==> src/hdl/dsc_pkg.sv <==
package dsc_pkg;

    localparam int VALUE_W   = 32;
    localparam int TOTAL_W   = 48;
    localparam int MOD_W     = 13;
    localparam int DIV_W     = VALUE_W + 1;
    localparam int EPOCH_W   = 8;
    localparam int PADDR_W   = 3;
    localparam int PDATA_W   = 32;
    localparam int REG_IDX_W = PADDR_W - 2;

    localparam logic [MOD_W-1:0]     MOD_RESET    = 13'd1;
    localparam logic [REG_IDX_W-1:0] REG_MODULUS  = 1'b0;

    typedef struct packed {
        logic accept;
        logic sweep_step;
        logic div_step;
        logic mem_read;
        logic update;
    } dsc_cmd_t;

    typedef struct packed {
        logic need_sweep;
        logic sweep_last;
        logic div_last;
        logic out_free;
    } dsc_sts_t;

endpackage

==> src/hdl/dsc_ctrl.sv <==
module dsc_ctrl (
    input  logic              aclk,
    input  logic              aresetn,
    input  logic              s_valid,
    output logic              s_ready,
    input  dsc_pkg::dsc_sts_t sts,
    output dsc_pkg::dsc_cmd_t cmd
);
    import dsc_pkg::*;

    localparam logic [2:0] ST_INIT_SWEEP = 3'd0;
    localparam logic [2:0] ST_IDLE       = 3'd1;
    localparam logic [2:0] ST_SEQ_SWEEP  = 3'd2;
    localparam logic [2:0] ST_DIV        = 3'd3;
    localparam logic [2:0] ST_READ       = 3'd4;
    localparam logic [2:0] ST_UPDATE     = 3'd5;

    logic [2:0] state_reg, state_next;

    always_comb begin
        state_next = state_reg;
        cmd        = '0;
        s_ready    = 1'b0;
        unique case (state_reg)
            ST_INIT_SWEEP: begin
                cmd.sweep_step = 1'b1;
                if (sts.sweep_last) begin
                    state_next = ST_IDLE;
                end
            end
            ST_IDLE: begin
                s_ready = 1'b1;
                if (s_valid) begin
                    cmd.accept = 1'b1;
                    state_next = sts.need_sweep ? ST_SEQ_SWEEP : ST_DIV;
                end
            end
            ST_SEQ_SWEEP: begin
                cmd.sweep_step = 1'b1;
                if (sts.sweep_last) begin
                    state_next = ST_DIV;
                end
            end
            ST_DIV: begin
                cmd.div_step = 1'b1;
                if (sts.div_last) begin
                    state_next = ST_READ;
                end
            end
            ST_READ: begin
                cmd.mem_read = 1'b1;
                state_next   = ST_UPDATE;
            end
            ST_UPDATE: begin
                if (sts.out_free) begin
                    cmd.update = 1'b1;
                    state_next = ST_IDLE;
                end
            end
            default: begin
                state_next = ST_INIT_SWEEP;
            end
        endcase
    end

    always_ff @(posedge aclk) begin
        if (!aresetn) begin
            state_reg <= ST_INIT_SWEEP;
        end else begin
            state_reg <= state_next;
        end
    end

endmodule

==> config.mk <==
export PLATFORM = sky130hd
export DESIGN_NAME = dsc_ctrl
export DESIGN_NICKNAME = d
export VERILOG_FILES = /design/src/hdl/dsc_pkg.sv /design/src/hdl/dsc_ctrl.sv
export SDC_FILE = /design/constraint.sdc
export NUM_CORES = 1
export LEC_CHECK = 0
export BUFFER_PORTS_ARGS = -buffer_cell sky130_fd_sc_hd__buf_2
export CAP_MARGIN = 10
export CORE_AREA = 4 4 41 43
export CTS_CLUSTER_DIAMETER = 50
export CTS_CLUSTER_SIZE = 24
export DETAILED_ROUTE_END_ITERATION = 8
export DIE_AREA = 0 0 45 47
export GPL_ROUTABILITY_DRIVEN = 0
export PLACE_DENSITY = 0.31
export REMOVE_ABC_BUFFERS = 1
export SLEW_MARGIN = 20
export SYNTH_ARGS = -nofsm -noshare
export SYNTH_HDL_FRONTEND = slang
export SYNTH_SLANG_ARGS = --single-unit
==> constraint.sdc <==
create_clock -name aclk -period 1.3 [get_ports aclk]
set_input_delay 0.39 -clock aclk [delete_from_list [all_inputs] [get_ports aclk]]
set_output_delay 0.39 -clock aclk [all_outputs]
set_load 0.05 [all_outputs]
==> metrics.txt, run 1 <==
Syn Area/Cell=7.924 um2; Skew-Pair Late Insertion Delay=0.23 ns; CTS tree=built; Cell Area, Synth=190.2 um2; Netlist cell types=16; synth-to-layout area growth=119.1%; total power=397.5 uW; drt via density=4.186; Crit. End Element=output pin; DP Area=280.3 um2; Clock Skew=0.0009884 ns; final setup violation count=5; largest net degree at the start of global routing=9; Slew headroom=79.79%; number of remaining DRC errors=0; Antenna Nets Post-Route=0; failing checks=setup timing; Die Area=2115 um2; max-slew violation count=0; RSZ-0062 raised after global routing=true; worst hold path class=input port to flop; share of cells above drive strength 1=70.45%; core area=1301 um2; PortBufs=12; Mapped Cells=24; Remaining Overflow, GRT=0; Root Driver=clkbuf_4; row cnt=13; most frequent cells in the layout=buf_2, buf_6, buf_4; Max VDD drop=0.0004440 V; max FFs per register=3; DR WL/cell=11.36 um; initial DRC count=2; fin crit share=108.6%; worst r2r src=state_reg[1]; drt first pass iters=2; worst path arrival time=1.02 ns; Setup WS post-layout=-0.1124 ns; most used routing layer in global routing=met2; worst setup path class=flop to output pin; IO Count=13; Tot GR Track Use=8.926%; diodes inserted=0; hold worst-path end=state_reg[2]; Final Critical Period=1.412 ns; r2r setup slk=0.25 ns; synth warn=0; CTS Buffer Depth=2; met3 Use GR=4.981%; Startpoint Class=flop; critical path data required time=0.91 ns; initial antenna violation count=0; commonest non-fill, non-tap cell in the layout=buf_2; CTS Sinks=3; P per Cell Area=953.9 nW/um2; leak pwr=0.0001871 uW; Die W=45 um; status=complete, but fails checks; MaxCap Viol Count=0; hold_sp=aresetn; Detailed Route WL=670 um; Chip Height=47 um; hold path depth=2; Num CTS Buffers=3; worst-path fanout max=5; first-pass GRT wire length=1290 um; Slew @ Worst Pin=0.2994 ns; Clock Pin Slew Worst Setup and Hold Paths=0.04 ns; Final #Nets=52; R2R cell count=4; Hold Fails Final Rpt=0; Initial Utilization=14.62%; vias in the first global route=293; reg2reg end=state_reg[1]; met1 Usage GRT=7.955%; finished layout cell area=416.7 um2; Seq/Total Area, Yosys=31.58%; H-tree Lvls=1; Max Fclk=708.0 MHz; vias=247; Global Route met2 Usage=16.67%; FF+latch count, synth=3; hpwl dp=484.7 um
-- through the flow --
stage / cells / TNS [ns] / utilization (%) / hold WS [ns] / setup slack (ns)
4_1_cts: 58 / -0.5074 / 29.52 / 0.3980 / -0.1264
3_5_place_dp: 53 / -0.3750 / 21.54 / 0.5950 / -0.1141
3_3_place_gp: 53 / -0.2178 / 21.54 / 0.5776 / -0.09376
5_1_grt: 59 / -0.7499 / 32.02 / 0.4257 / -0.1712
2_1_floorplan: 23 / -1.487 / - / 0.5075 / -0.7154
6_report: 59 / -0.4705 / 32.02 / 0.4013 / -0.1124
-- worst max-delay path by stage --
stage | end | startpoint | cells past startpoint | slack [ns]
after floorplan | s_ready | state_reg[0] | 1 | -0.72
after global placement | cmd[4] | s_valid | 4 | -0.09
after detailed placement | cmd[4] | s_valid | 4 | -0.11
after CTS | cmd[4] | state_reg[1] | 3 | -0.13
after global routing | cmd[4] | state_reg[1] | 3 | -0.17
final | cmd[4] | state_reg[1] | 3 | -0.11
-- cells by family after synthesis --
family / after synthesis / share of synthesized area, %
buf+inv: 2 / 7.892
compound gates: 6 / 23.69
simple gates: 13 / 36.85
flops: 3 / 31.58
-- report_power, final --
group / leakage [uW] / internal [uW] / switching, uW
Clock: 0.0000150 / 115 / 48.5
Combinational: 0.000145 / 60.5 / 63.9
Sequential: 0.0000267 / 96.4 / 13.1
-- cell type report --
type / count / area, um2
Timing Repair Buffer: 17 / 138.9
Clock buffer: 4 / 26.28
Sequential cell: 3 / 71.32
Inverter: 1 / 3.754
Multi-Input combinational cell: 19 / 157.7
Tap cell: 15 / 18.77
Fill cell: 140 / 884.6
-- critical path: stages (launching register included) --
cell and delay, ns:
dfxtp_4 0.36, nor2b_4 0.11, and3_4 0.18, buf_8 0.14
-- per-layer routing --
layer / share of wire, % / vias up
met3: 7.5 / 0
met4: 0 / 0
met1: 39 / 113
met2: 54 / 8
met5: 0 / -
li1: - / 126
-- synth_stat cells, drive strengths merged --
cell type | count | share of area, %
nor2 | 3 | 5.9
nor2b | 1 | 3.3
nor3b | 1 | 3.9
and2 | 1 | 3.3
buf | 1 | 5.9
a22o | 1 | 4.6
o311ai | 1 | 4.6
o21a | 1 | 3.9
inv | 1 | 2.0
nand2b | 1 | 3.3
and3b | 1 | 4.6
a21oi | 2 | 5.3
nand2 | 3 | 5.9
a32o | 1 | 5.3
and3 | 2 | 6.6
dfxtp | 3 | 32
-- timing repair --
action,CTS,global route
gates resized for setup,23,7
endpoints found under the setup margin,6,6
setup buffers,1,1
pin swaps,2,0
hold buffers,0,0
hold endpoints to repair,0,0
Note: power is estimated with default switching activity, not from simulation.
==> inputs of run 2 (changes only) <==
==> constraint.sdc (replaced) <==
create_clock -name aclk -period 1.3 [get_ports aclk]
set_input_delay 0.39 -clock aclk [delete_from_list [all_inputs] [get_ports aclk]]
set_output_delay 0.39 -clock aclk [all_outputs]
set_load 0.01 [all_outputs]
==> run 2 against run 1 <==
  * The flow still finishes with violations (setup timing)
  * Clock skew rose by 0.00062 ns
  * Final cell count is the same
  * Via count grew 3.6%
  * First-iteration DRC count did not move
  * Non-clock buffer count stayed put
  * Maximum frequency rose by 4.2%
  * Global-route usage fell by 1.2 points
  * Sequential power about the same
  * Combinational power is 45% lower
  * Critical path depth unchanged
  * Power down 14%
  * Critical path type unchanged
  * Critical endpoint unchanged
  * Largest power group unchanged
  * Highest routed layer unchanged
==> metrics.txt, run 2 (same netlist as run 1, synthesis figures left out) <==
Antenna Nets Post-Route=0 (unchanged); r2r setup slk=0.22 ns (was 0.25 ns); hold buffers post-CTS=0 (unchanged); drt via density=4.339 (was 4.186); critical path data required time=0.91 ns (about the same); Remaining Overflow, GRT=0 (unchanged); core area=1301 um2 (unchanged); Max Fclk=737.6 MHz (was 708.0 MHz); final setup violation count=5 (unchanged); Detailed Route WL=691 um (was 670 um); Skew-Pair Late Insertion Delay=0.23 ns (about the same); fin crit share=104.3% (was 108.6%); MaxCap Viol Count=0 (unchanged); Crit. End Element=output pin (unchanged); Startpoint Class=flop (unchanged); commonest non-fill, non-tap cell in the layout=buf_2 (unchanged); hpwl dp=444 um (was 484.7 um); worst-path fanout max=6 (was 5); Max VDD drop=0.0005125 V (was 0.0004440 V); diodes inserted=0 (unchanged); Tot GR Track Use=7.735% (was 8.926%); Root Driver=clkbuf_4 (unchanged); Clock Pin Slew Worst Setup and Hold Paths=0.04 ns (about the same); Finished Layout Cells=59 (unchanged); DP Area=265.3 um2 (was 280.3 um2); hold path depth=2 (unchanged); CTS tree=built (unchanged); row cnt=13 (unchanged); PortBufs=12 (unchanged); worst hold path class=input port to flop (unchanged); Die Area=2115 um2 (unchanged); Clock Skew=0.001613 ns (was 0.0009884 ns); Filler cells=160 (was 140); Slew @ Worst Pin=0.2889 ns (was 0.2994 ns); CTS Sinks=3 (unchanged); Initial Utilization=14.62% (unchanged); worst setup path class=flop to output pin (unchanged); leak pwr=0.0001699 uW (was 0.0001871 uW); hold worst-path end=state_reg[2] (unchanged); hold_sp=aresetn (unchanged); Slew headroom=80.50% (was 79.79%); max-slew violation count=0 (unchanged); Fin Setup TNS=-0.1562 ns (was -0.4705 ns); Setup WS post-layout=-0.05571 ns (was -0.1124 ns); status=complete, but fails checks (unchanged); Chip Height=47 um (unchanged); finished layout cell area=345.3 um2 (was 416.7 um2); CTS Buffer Depth=2 (unchanged); Num CTS Buffers=3 (unchanged); Die W=45 um (unchanged); largest net degree at the start of global routing=12 (was 9); drt first pass iters=2 (unchanged); H-tree Lvls=1 (unchanged); worst path arrival time=0.97 ns (was 1.02 ns); reg2reg end=state_reg[1] (unchanged); P per Cell Area=984.6 nW/um2 (was 953.9 nW/um2); number of remaining DRC errors=0 (unchanged); share of cells above drive strength 1=63.64% (was 70.45%); failing checks=setup timing (unchanged); Hold WS=0.3899 ns (was 0.4013 ns); initial antenna violation count=0 (unchanged); initial DRC count=2 (unchanged); R2R cell count=4 (unchanged); vias in the first global route=252 (was 293); Final #Nets=52 (unchanged); IO Count=13 (unchanged); Hold Fails Final Rpt=0 (unchanged); RSZ-0062 raised after global routing=true (unchanged); Cells after DPL=51 (was 53); vias=256 (was 247); first-pass GRT wire length=1062 um (was 1290 um); Final Critical Period=1.356 ns (was 1.412 ns); DR WL/cell=11.71 um (was 11.36 um); worst setup path startpoint=state_reg[2] (was state_reg[1]); worst r2r src=state_reg[0] (was state_reg[1]); final core occ=26.54% (was 32.02%); synth-to-layout area growth=81.58% (was 119.1%); most frequent cells in the layout=buf_2, buf_4, nand2_1, clkbuf_4, dfxtp_4 (was buf_2, buf_6, buf_4); max FFs per register=3 (unchanged)
[run 2: cell counts in the layout (fill, tap and decap cells not counted)]
Identical to the previous run, type by type.
[run 2: metal layers]
layer,GRT usage [%],wire [um],vias up
li1,-,-,127
met1,6.349,294,118
met2,12.43,312,11
met3,7.663,84,0
met4,3.509,0,0
met5,0,0,-
[run 2: layout make-up]
class                   count  area (um2)  share of cell area (%)
clock buffers               4       26.28                   7.609
inverters                   1       3.754                   1.087
multi-input cells          19       130.1                   37.68
flip-flops and latches      3       71.32                   20.65
well taps                  15       18.77                   5.435
repair buffers             17       95.09                   27.54
[run 2: how the worst max path moves through the flow]
stage | endpoint | slack [ns] | depth (start not counted)
after CTS | cmd[4] | -0.08 | 3
after global routing | cmd[4] | -0.11 | 3
after detailed placement | cmd[4] | -0.006 | 4
final | cmd[4] | -0.06 | 3
after floorplan | s_ready | 0.13 | 1
after global placement | cmd[4] | 0.0009 | 4
[run 2: repair_timing]
action,CTS,global route
buffers inserted,2,2
gates resized for setup,8,3
setup endpoints to repair,6,5
pin swaps,2,0
[run 2: critical path, stage by stage (launching register included)]
cell and delay [ns]:
dfxtp_4 0.39, inv_2 0.05, and3_1 0.16, buf_2 0.13
[run 2: per-stage QoR]
step	setup slack (ns)	total power, uW
final	-0.05571	340.0
after detailed placement	-0.006134	165.1
after CTS	-0.08168	339.4
after global routing	-0.1145	375.8
after floorplan	0.1276	135.1
after global placement	0.0009075	163.2
[run 2: where the power goes]
group	switching, uW	internal [uW]	leakage, uW
combinational	29.5	38.0	0.000128
clock	50.5	115	0.0000150
sequential	10.5	96.3	0.0000267
total	90.5	249	0.000170
