### src/hdl/dsc_pkg.sv
package dsc_pkg;

    localparam int VALUE_W   = 32;
    localparam int TOTAL_W   = 48;
    localparam int MOD_W     = 13;
    localparam int DIV_W     = VALUE_W + 1;
    localparam int EPOCH_W   = 8;
    localparam int PADDR_W   = 3;
    localparam int PDATA_W   = 32;
    localparam int REG_IDX_W = PADDR_W - 2;

    localparam logic [MOD_W-1:0]     MOD_RESET    = 13'd1;
    localparam logic [REG_IDX_W-1:0] REG_MODULUS  = 1'b0;

    typedef struct packed {
        logic accept;
        logic sweep_step;
        logic div_step;
        logic mem_read;
        logic update;
    } dsc_cmd_t;

    typedef struct packed {
        logic need_sweep;
        logic sweep_last;
        logic div_last;
        logic out_free;
    } dsc_sts_t;

endpackage

### src/hdl/dsc_cfg_regs.sv
module dsc_cfg_regs #(
    parameter int MAX_MODULUS = 4096,
    localparam int MW = $clog2(MAX_MODULUS + 1)
) (
    input  logic                         aclk,
    input  logic                         aresetn,
    input  logic                         psel,
    input  logic                         penable,
    input  logic                         pwrite,
    input  logic [dsc_pkg::PADDR_W-1:0]  paddr,
    input  logic [dsc_pkg::PDATA_W-1:0]  pwdata,
    output logic [dsc_pkg::PDATA_W-1:0]  prdata,
    output logic                         pready,
    output logic [MW-1:0]                eff_modulus
);
    import dsc_pkg::*;

    logic [MOD_W-1:0]     modulus_reg, modulus_next;
    logic [MW-1:0]        eff_modulus_reg, eff_modulus_next;
    logic [REG_IDX_W-1:0] reg_idx;
    logic [31:0]          mod_ext;
    logic                 wr_en;

    assign pready  = 1'b1;
    assign reg_idx = paddr[PADDR_W-1:2];
    assign wr_en   = psel & penable & pwrite & pready;
    assign mod_ext = 32'(modulus_reg);

    always_comb begin
        modulus_next = modulus_reg;
        if (wr_en && (reg_idx == REG_MODULUS)) begin
            modulus_next = pwdata[MOD_W-1:0];
        end
    end

    // Clamp to the supported range: zero acts as one.
    always_comb begin
        priority if (modulus_reg == '0) begin
            eff_modulus_next = MW'(1);
        end else if (mod_ext > 32'(MAX_MODULUS)) begin
            eff_modulus_next = MW'(MAX_MODULUS);
        end else begin
            eff_modulus_next = MW'(modulus_reg);
        end
    end

    always_comb begin
        unique case (reg_idx)
            REG_MODULUS: prdata = PDATA_W'(modulus_reg);
            default:     prdata = '0;
        endcase
    end

    always_ff @(posedge aclk) begin
        if (!aresetn) begin
            modulus_reg     <= MOD_RESET;
            eff_modulus_reg <= MW'(1);
        end else begin
            modulus_reg     <= modulus_next;
            eff_modulus_reg <= eff_modulus_next;
        end
    end

    assign eff_modulus = eff_modulus_reg;

endmodule

### config.mk
export PLATFORM = sky130hd
export DESIGN_NAME = dsc_cfg_regs
export DESIGN_NICKNAME = d
export VERILOG_FILES = /design/src/hdl/dsc_pkg.sv /design/src/hdl/dsc_cfg_regs.sv
export SDC_FILE = /design/constraint.sdc
export NUM_CORES = 1
export LEC_CHECK = 0
export ABC_AREA = 1
export ABC_CLOCK_PERIOD_IN_PS = 1000
export CAP_MARGIN = 15
export CORE_UTILIZATION = 35
export DETAILED_ROUTE_END_ITERATION = 10
export DONT_BUFFER_PORTS = 1
export GPL_TIMING_DRIVEN = 0
export HOLD_SLACK_MARGIN = 0.02
export MAX_ROUTING_LAYER = met4
export PLACE_DENSITY_LB_ADDON = 0.05
export SETUP_SLACK_MARGIN = 0.02
export SYNTH_ARGS = -nofsm -noshare
export SYNTH_HDL_FRONTEND = slang
export SYNTH_SLANG_ARGS = --single-unit
### constraint.sdc
create_clock -name aclk -period 1 [get_ports aclk]
set_input_delay 0.1 -clock aclk [delete_from_list [all_inputs] [get_ports aclk]]
set_output_delay 0.1 -clock aclk [all_outputs]
set_load 0.1 [all_outputs]
==> impl_metrics.env, run 1 <==
export IMPL_slew_limit_headroom_pct=59.0
export IMPL_std_cell_rows=20
export IMPL_worst_pin_slew_ns=0.614
export IMPL_clk_insertion_delay_late_ns=0.32
export IMPL_drt_iter0_drcs=25
export IMPL_critical_path_max_stage_delay_ns=0.48
export IMPL_final_max_slew_viol_count=0
export IMPL_fillCellCount=297
export IMPL_layout_drive_gt1_share_pct=60.1
export IMPL_power_leakage_nw=0.773
export IMPL_total_switching_power_mw=0.985
export IMPL_detailedPlacementHpwl_um=1690
export IMPL_worst_setup_hold_path_clk_slew_ns=0.13
export IMPL_grt_setup_unrepaired="yes"
export IMPL_critPathKind="flip-flop to primary output"
export IMPL_clock_path_buffers=2
export IMPL_synthesis_area_sq_mm=0.00111
export IMPL_floorplan_die_width_um=58.2
export IMPL_detailed_place_area_sq_mm=0.00134
export IMPL_power_clock_fraction_pct=21.5
export IMPL_layout_overhead_on_the_synthesized_area_pct=61.2
export IMPL_placement_io_buffers=0
export IMPL_grt_antenna_before_repair=0
export IMPL_core_area_sq_mm=0.00303
export IMPL_detailroute_via_count=993
export IMPL_nets=239
export IMPL_htree_levels=1
export IMPL_seq_power_share_pct=46.9
export IMPL_hold_depth=3
export IMPL_syn_mean_instance_area_sq_um=7.84
export IMPL_grt_usage_pct=16.9
export IMPL_initial_core_util_pct=36.5
export IMPL_grt_max_degree=15
export IMPL_combPwrFrac_pct=31.6
export IMPL_number_of_clock_buffers_inserted_by_tritoncts=3
export IMPL_detail_route_wirelength_um=2650
export IMPL_total_power_mw=2.45
export IMPL_final_worst_path_setup_slack_ns=-0.308
export IMPL_final_core_utilization_pct=58.9
export IMPL_synth_largest_area_cell="sky130_fd_sc_hd__dfxtp_1"
export IMPL_hold_class="primary input to flip-flop"
export IMPL_routedWlPerCell_um=10.9
export IMPL_timing_final_crit_share_pct=131
export IMPL_hold_viol_final=0
export IMPL_die_area_sq_mm=0.00339
export IMPL_worstPathCellList="inv_2 > nor2_4"
export IMPL_report_final_setup_viol=25
export IMPL_critPathMaxFanout=2
export IMPL_clock_sinks=26
export IMPL_post_route_drc_count=0
export IMPL_worst_ir_drop_vdd_uv=574
export IMPL_internal_power_mw=1.46
export IMPL_p_sw_share_pct=40.3
export IMPL_synthCells=141
export IMPL_critPathLaunchType="flip-flop"
export IMPL_gp_congestion=0.768
export IMPL_p_per_area_mw_per_mm2=1370
export IMPL_worst_endpoint_arrival_ns=1.21
export IMPL_result_of_the_run="finished, violations left"
export IMPL_reg2reg_path_depth=9
export IMPL_grt_pass1_vias=945
export IMPL_count_of_antenna_violating_nets_left_after_detailed_routing=0
export IMPL_dieHeight_um=58.2
export IMPL_drv_max_cap_violation_count=0
export IMPL_synth_ff_latch_count=26
export IMPL_netlist_cell_type_count=15
export IMPL_yosys_top_cells_area="sky130_fd_sc_hd__dfxtp_1, sky130_fd_sc_hd__buf_4, sky130_fd_sc_hd__nor2_1"
export IMPL_stdcell_area_sq_mm=0.00178
export IMPL_seq_total_area_yosys_pct=47.1
export IMPL_crit_slowest_cell="sky130_fd_sc_hd__nor2_4"
export IMPL_failed_checks="negative setup slack"
export IMPL_clk_root_buffer_cell="sky130_fd_sc_hd__clkbuf_4"
export IMPL_min_period_ns=1.31
export IMPL_grt_overflow=0
export IMPL_fmax_ghz=0.764
export IMPL_boundaryPins=86
export IMPL_worstSetupEndpointType="primary output"
export IMPL_timing_clock_skew_ns=0.00126
export IMPL_drt_pass1_iterations=4
export IMPL_antenna_cells_inserted=0
export IMPL_tritoncts="yes"
export IMPL_post_drt_via_cell_ratio=4.10
export IMPL_required_ns=0.90
export IMPL_count_of_synthesis_stage_warnings_from_yosys=0
export IMPL_synthDominantCellAreaShare_pct=47.1
export IMPL_grt_pass1_wl_um=4110
layer usage:
metal | routed length (um) | track usage [%]
met4 | 46 | 7.14
met3 | 154 | 1.79
met1 | 1050 | 19.6
met5 | 0 | -
met2 | 1390 | 29.7
kinds of logic after synthesis:
logic type             share of synthesized area (%)
AND/OR/NAND/NOR                                 18.0
flip-flops                                      47.1
buffers and inverters                           22.3
other                                          0.679
AO/OA/AOI/OAI                                   12.0
stage by stage:
step / instances / hold slack, ns / setup TNS [ns] / setup slack (ns)
2_1_floorplan: 159 / 0.238 / -0.176 / -0.00898
3_3_place_gp: 203 / 0.252 / -1.75 / -0.128
3_5_place_dp: 203 / 0.253 / -1.94 / -0.146
4_1_cts: 237 / 0.120 / -7.03 / -0.340
5_1_grt: 242 / 0.160 / -8.35 / -0.362
6_report: 242 / 0.120 / -6.55 / -0.308
power groups by stage:
stage	Clock [mW]	Sequential (mW)	Combinational, mW
floorplan	0	1.19	0.615
global placement	0	1.19	0.642
detailed placement	0	1.19	0.644
CTS	0.542	1.15	0.747
global route	0.582	1.15	0.807
finish	0.526	1.15	0.773
what timing repair did:
| item | CTS | global route |
|---|---|---|
| gates resized for setup | 57 | 7 |
| hold buffers | 14 | 0 |
| endpoints found under the hold margin | 14 | 0 |
| setup buffers | 15 | 5 |
| cloned | 1 | 0 |
| setup endpoints to repair | 37 | 38 |
| pin swaps | 17 | 15 |
path summary, 6_finish.rpt:
kind	endpoint	slack [ns]	start
setup reg to reg	eff_modulus[4]	-0.25	modulus_reg[0]
hold reg to reg	modulus_reg[12]	0.51	modulus_reg[12]
hold / removal	modulus_reg[2]	0.12	pwrite
setup / recovery	prdata[5]	-0.31	modulus_reg[5]
cells in the mapped netlist:
cell type	instances
sky130_fd_sc_hd__o21ai_1	2
sky130_fd_sc_hd__a21oi_1	13
sky130_fd_sc_hd__clkbuf_1	2
sky130_fd_sc_hd__o21ai_0	10
sky130_fd_sc_hd__o211ai_1	1
sky130_fd_sc_hd__buf_2	2
sky130_fd_sc_hd__conb_1	2
sky130_fd_sc_hd__nand3_2	1
sky130_fd_sc_hd__nor2_1	22
sky130_fd_sc_hd__dfxtp_1	26
sky130_fd_sc_hd__nor2_2	11
sky130_fd_sc_hd__buf_6	1
sky130_fd_sc_hd__nand2_1	10
sky130_fd_sc_hd__inv_1	18
sky130_fd_sc_hd__buf_4	20
placed cells by master (no fill, tap or decap), drive strengths merged:
cell type    netlist  routed
nand2             10      10
conb               2      20
o21ai             12      12
clkbuf             2       6
buf               23      44
dlygate4sd3        0      14
nand3              1       1
a21oi             13      13
nor2              33      33
dfxtp             26      26
inv               18      18
o211ai             1       1
cell type report:
type	instances	area, sq um	share of cell area [%]
Buffer	25	186	10.5
Timing Repair Buffer	35	309	17.3
Sequential cell	26	586	32.8
Inverter	18	72.6	4.07
Tap cell	44	55.1	3.09
Multi-Input combinational cell	90	538	30.2
Clock buffer	4	36.3	2.04
worst max-delay path: cells and delay by family, from the launching register on:
family	cells	cell delay, ns
simple gates	1	0.48
buf+inv	1	0.05
flops	1	0.36
No activity file was read; power rests on OpenSTA's default activity.
==> inputs of run 2 (changes only) <==
ABC_CLOCK_PERIOD_IN_PS = 1200   (was 1000)
CTS_BUF_LIST = sky130_fd_sc_hd__clkbuf_4   (was unset)
clock period = 1.2 ns   (was 1 ns; I/O delays follow)
==> run 2 against run 1 <==
  * The run still ends with negative setup slack left
  * Wire length decreased by 0.98%
  * Clock skew grew 0.0016 ns
  * Global-route usage is 1.2 points lower
  * Final cell count fell by 1.2%
  * Setup slack improved by 0.19 ns
  * Critical path depth unchanged
  * Hold slack improved by 0.047 ns
  * Combinational power shrank 16%
  * Register-to-register slack better by 0.14 ns
  * Die area unchanged
  * Largest cell class is now multi-input gates
==> impl_metrics.env, run 2 (synthesis gave the netlist of run 1 again) <==
export IMPL_tritoncts="yes"
export IMPL_post_drt_via_cell_ratio=4.17
export IMPL_hold_viol_final=0
export IMPL_initial_core_util_pct=36.5
export IMPL_floorplan_die_width_um=58.2
export IMPL_grt_pass1_vias=891
export IMPL_final_worst_path_setup_slack_ns=-0.119
export IMPL_htree_levels=1
export IMPL_std_cell_rows=20
export IMPL_grt_overflow=0
export IMPL_layout_overhead_on_the_synthesized_area_pct=57.8
export IMPL_hold_depth=3
export IMPL_detailed_place_area_sq_mm=0.00127
export IMPL_post_route_drc_count=0
export IMPL_timing_clock_skew_ns=0.00286
export IMPL_drv_max_cap_violation_count=0
export IMPL_core_area_sq_mm=0.00303
export IMPL_grt_usage_pct=15.8
export IMPL_number_of_clock_buffers_inserted_by_tritoncts=3
export IMPL_clk_insertion_delay_late_ns=0.31
export IMPL_required_ns=1.08
export IMPL_dieHeight_um=58.2
export IMPL_boundaryPins=86
export IMPL_worst_setup_hold_path_clk_slew_ns=0.12
export IMPL_grt_pass1_wl_um=3910
export IMPL_reg2reg_path_depth=9
export IMPL_fmax_ghz=0.758
export IMPL_startpoint_of_the_lowest_slack_register_to_register_path="modulus_reg[0]"
export IMPL_timing_final_crit_share_pct=110
export IMPL_final_cells=239
export IMPL_result_of_the_run="finished, violations left"
export IMPL_clock_sinks=26
export IMPL_antenna_cells_inserted=0
export IMPL_min_period_ns=1.32
export IMPL_report_final_setup_viol=23
export IMPL_worst_ir_drop_vdd_uv=536
export IMPL_drt_iter0_drcs=15
export IMPL_final_max_slew_viol_count=0
export IMPL_total_power_mw=1.97
export IMPL_detail_route_wirelength_um=2620
export IMPL_nets=237
export IMPL_drt_pass1_iterations=4
export IMPL_grt_antenna_before_repair=0
export IMPL_clk_root_buffer_cell="sky130_fd_sc_hd__clkbuf_4"
export IMPL_critPathLaunchType="flip-flop"
export IMPL_count_of_antenna_violating_nets_left_after_detailed_routing=0
export IMPL_worst_pin_slew_ns=0.619
export IMPL_p_per_area_mw_per_mm2=1130
export IMPL_stdcell_area_sq_mm=0.00175
export IMPL_critPathKind="flip-flop to primary output"
export IMPL_layout_drive_gt1_share_pct=59.0
export IMPL_critPathMaxFanout=2
export IMPL_start_point_of_the_worst_hold_path="pwrite"
export IMPL_reg2reg_slack_ns=-0.11
export IMPL_mostFrequentLayoutCell="sky130_fd_sc_hd__buf_4"
export IMPL_power_leakage_nw=0.754
export IMPL_die_area_sq_mm=0.00339
export IMPL_failed_checks="negative setup slack"
export IMPL_grt_max_degree=14
export IMPL_hold_class="primary input to flip-flop"
export IMPL_top_library_cells_by_usage_in_the_layout_fill_and_taps_aside="sky130_fd_sc_hd__buf_4, sky130_fd_sc_hd__dfxtp_2, sky130_fd_sc_hd__nor2_4, sky130_fd_sc_hd__conb_1, sky130_fd_sc_hd__dlygate4sd3_1"
export IMPL_slew_limit_headroom_pct=58.7
export IMPL_detailroute_via_count=996
export IMPL_final_core_utilization_pct=57.6
export IMPL_grt_setup_unrepaired="yes"
export IMPL_worst_endpoint_arrival_ns=1.20
export IMPL_worstHoldEndpoint="modulus_reg[2]"
export IMPL_worstSetupEndpointType="primary output"
export IMPL_detailedPlacementHpwl_um=1700
export IMPL_gp_congestion=0.799
export IMPL_routedWlPerCell_um=11.0
export IMPL_worst_flop_to_flop_path_endpoint="eff_modulus[9]"
export IMPL_post_place_cells=203
export IMPL_clock_path_buffers=2
export IMPL_placement_io_buffers=0
[run 2: cell types whose count changed in the layout (fill, tap and decap cells not counted), moves of 2 or more]
cell and delta:
sky130_fd_sc_hd__dfxtp_4 -13, sky130_fd_sc_hd__buf_6 -3, sky130_fd_sc_hd__dfxtp_2 +13, sky130_fd_sc_hd__nor2_2 -6
sky130_fd_sc_hd__inv_2 +2, sky130_fd_sc_hd__inv_4 -2, sky130_fd_sc_hd__nor2_4 +6
[run 2: cell type report]
class	count	area (sq um)
fillers	299	1280
multi-input cells	90	558
plain buffers	25	189
inverters	18	67.6
repair buffers	33	300
clock buffers	3	22.5
well taps	44	55.1
flip-flops and latches	26	553
[run 2: repair_timing]
action	in CTS	in global routing
endpoints found under the setup margin	26	24
hold endpoints to repair	15	0
setup buffers	12	6
pin swaps	13	13
hold buffers	14	0
gates cloned	0	1
gates resized for setup	52	14
[run 2: through the flow]
stage          hold slack, ns  setup TNS [ns]  setup WS [ns]
6_report                0.168           -2.29         -0.119
5_1_grt                 0.198           -3.89         -0.190
4_1_cts                 0.161           -2.44         -0.185
3_5_place_dp            0.272           -3.48         -0.337
3_3_place_gp            0.265           -3.33         -0.321
2_1_floorplan           0.258           -1.71         -0.160
[run 2: routing by layer]
metal	vias to the layer above	GRT usage (%)	part of all wire, %
li1	504	-	-
met1	444	18.7	41
met2	44	27.3	52
met3	4	1.79	5.2
met4	0	6.12	1.4
met5	-	-	0
[run 2: worst max-delay path by stage]
stage / start / to / slack, ns / cells after the start
floorplan: paddr[2] / prdata[0] / -0.16 / 2
global placement: paddr[2] / prdata[2] / -0.32 / 2
detailed placement: paddr[2] / prdata[0] / -0.34 / 2
CTS: modulus_reg[12] / prdata[12] / -0.19 / 2
global route: modulus_reg[0] / eff_modulus[6] / -0.19 / 9
finish: modulus_reg[3] / prdata[3] / -0.12 / 2
[run 2: worst max-delay path, stage by stage (launching register included)]
cell	delay [ns]
sky130_fd_sc_hd__dfxtp_2	0.36
sky130_fd_sc_hd__inv_2	0.05
sky130_fd_sc_hd__nor2_4	0.48
[run 2: power by group]
group          total (mW)  leakage, nW  switching [mW]  internal, mW
Clock               0.344       0.0138           0.227         0.117
Sequential          0.978        0.221          0.0851         0.893
Combinational       0.650        0.519           0.486         0.164
Total                1.97        0.754           0.798          1.17
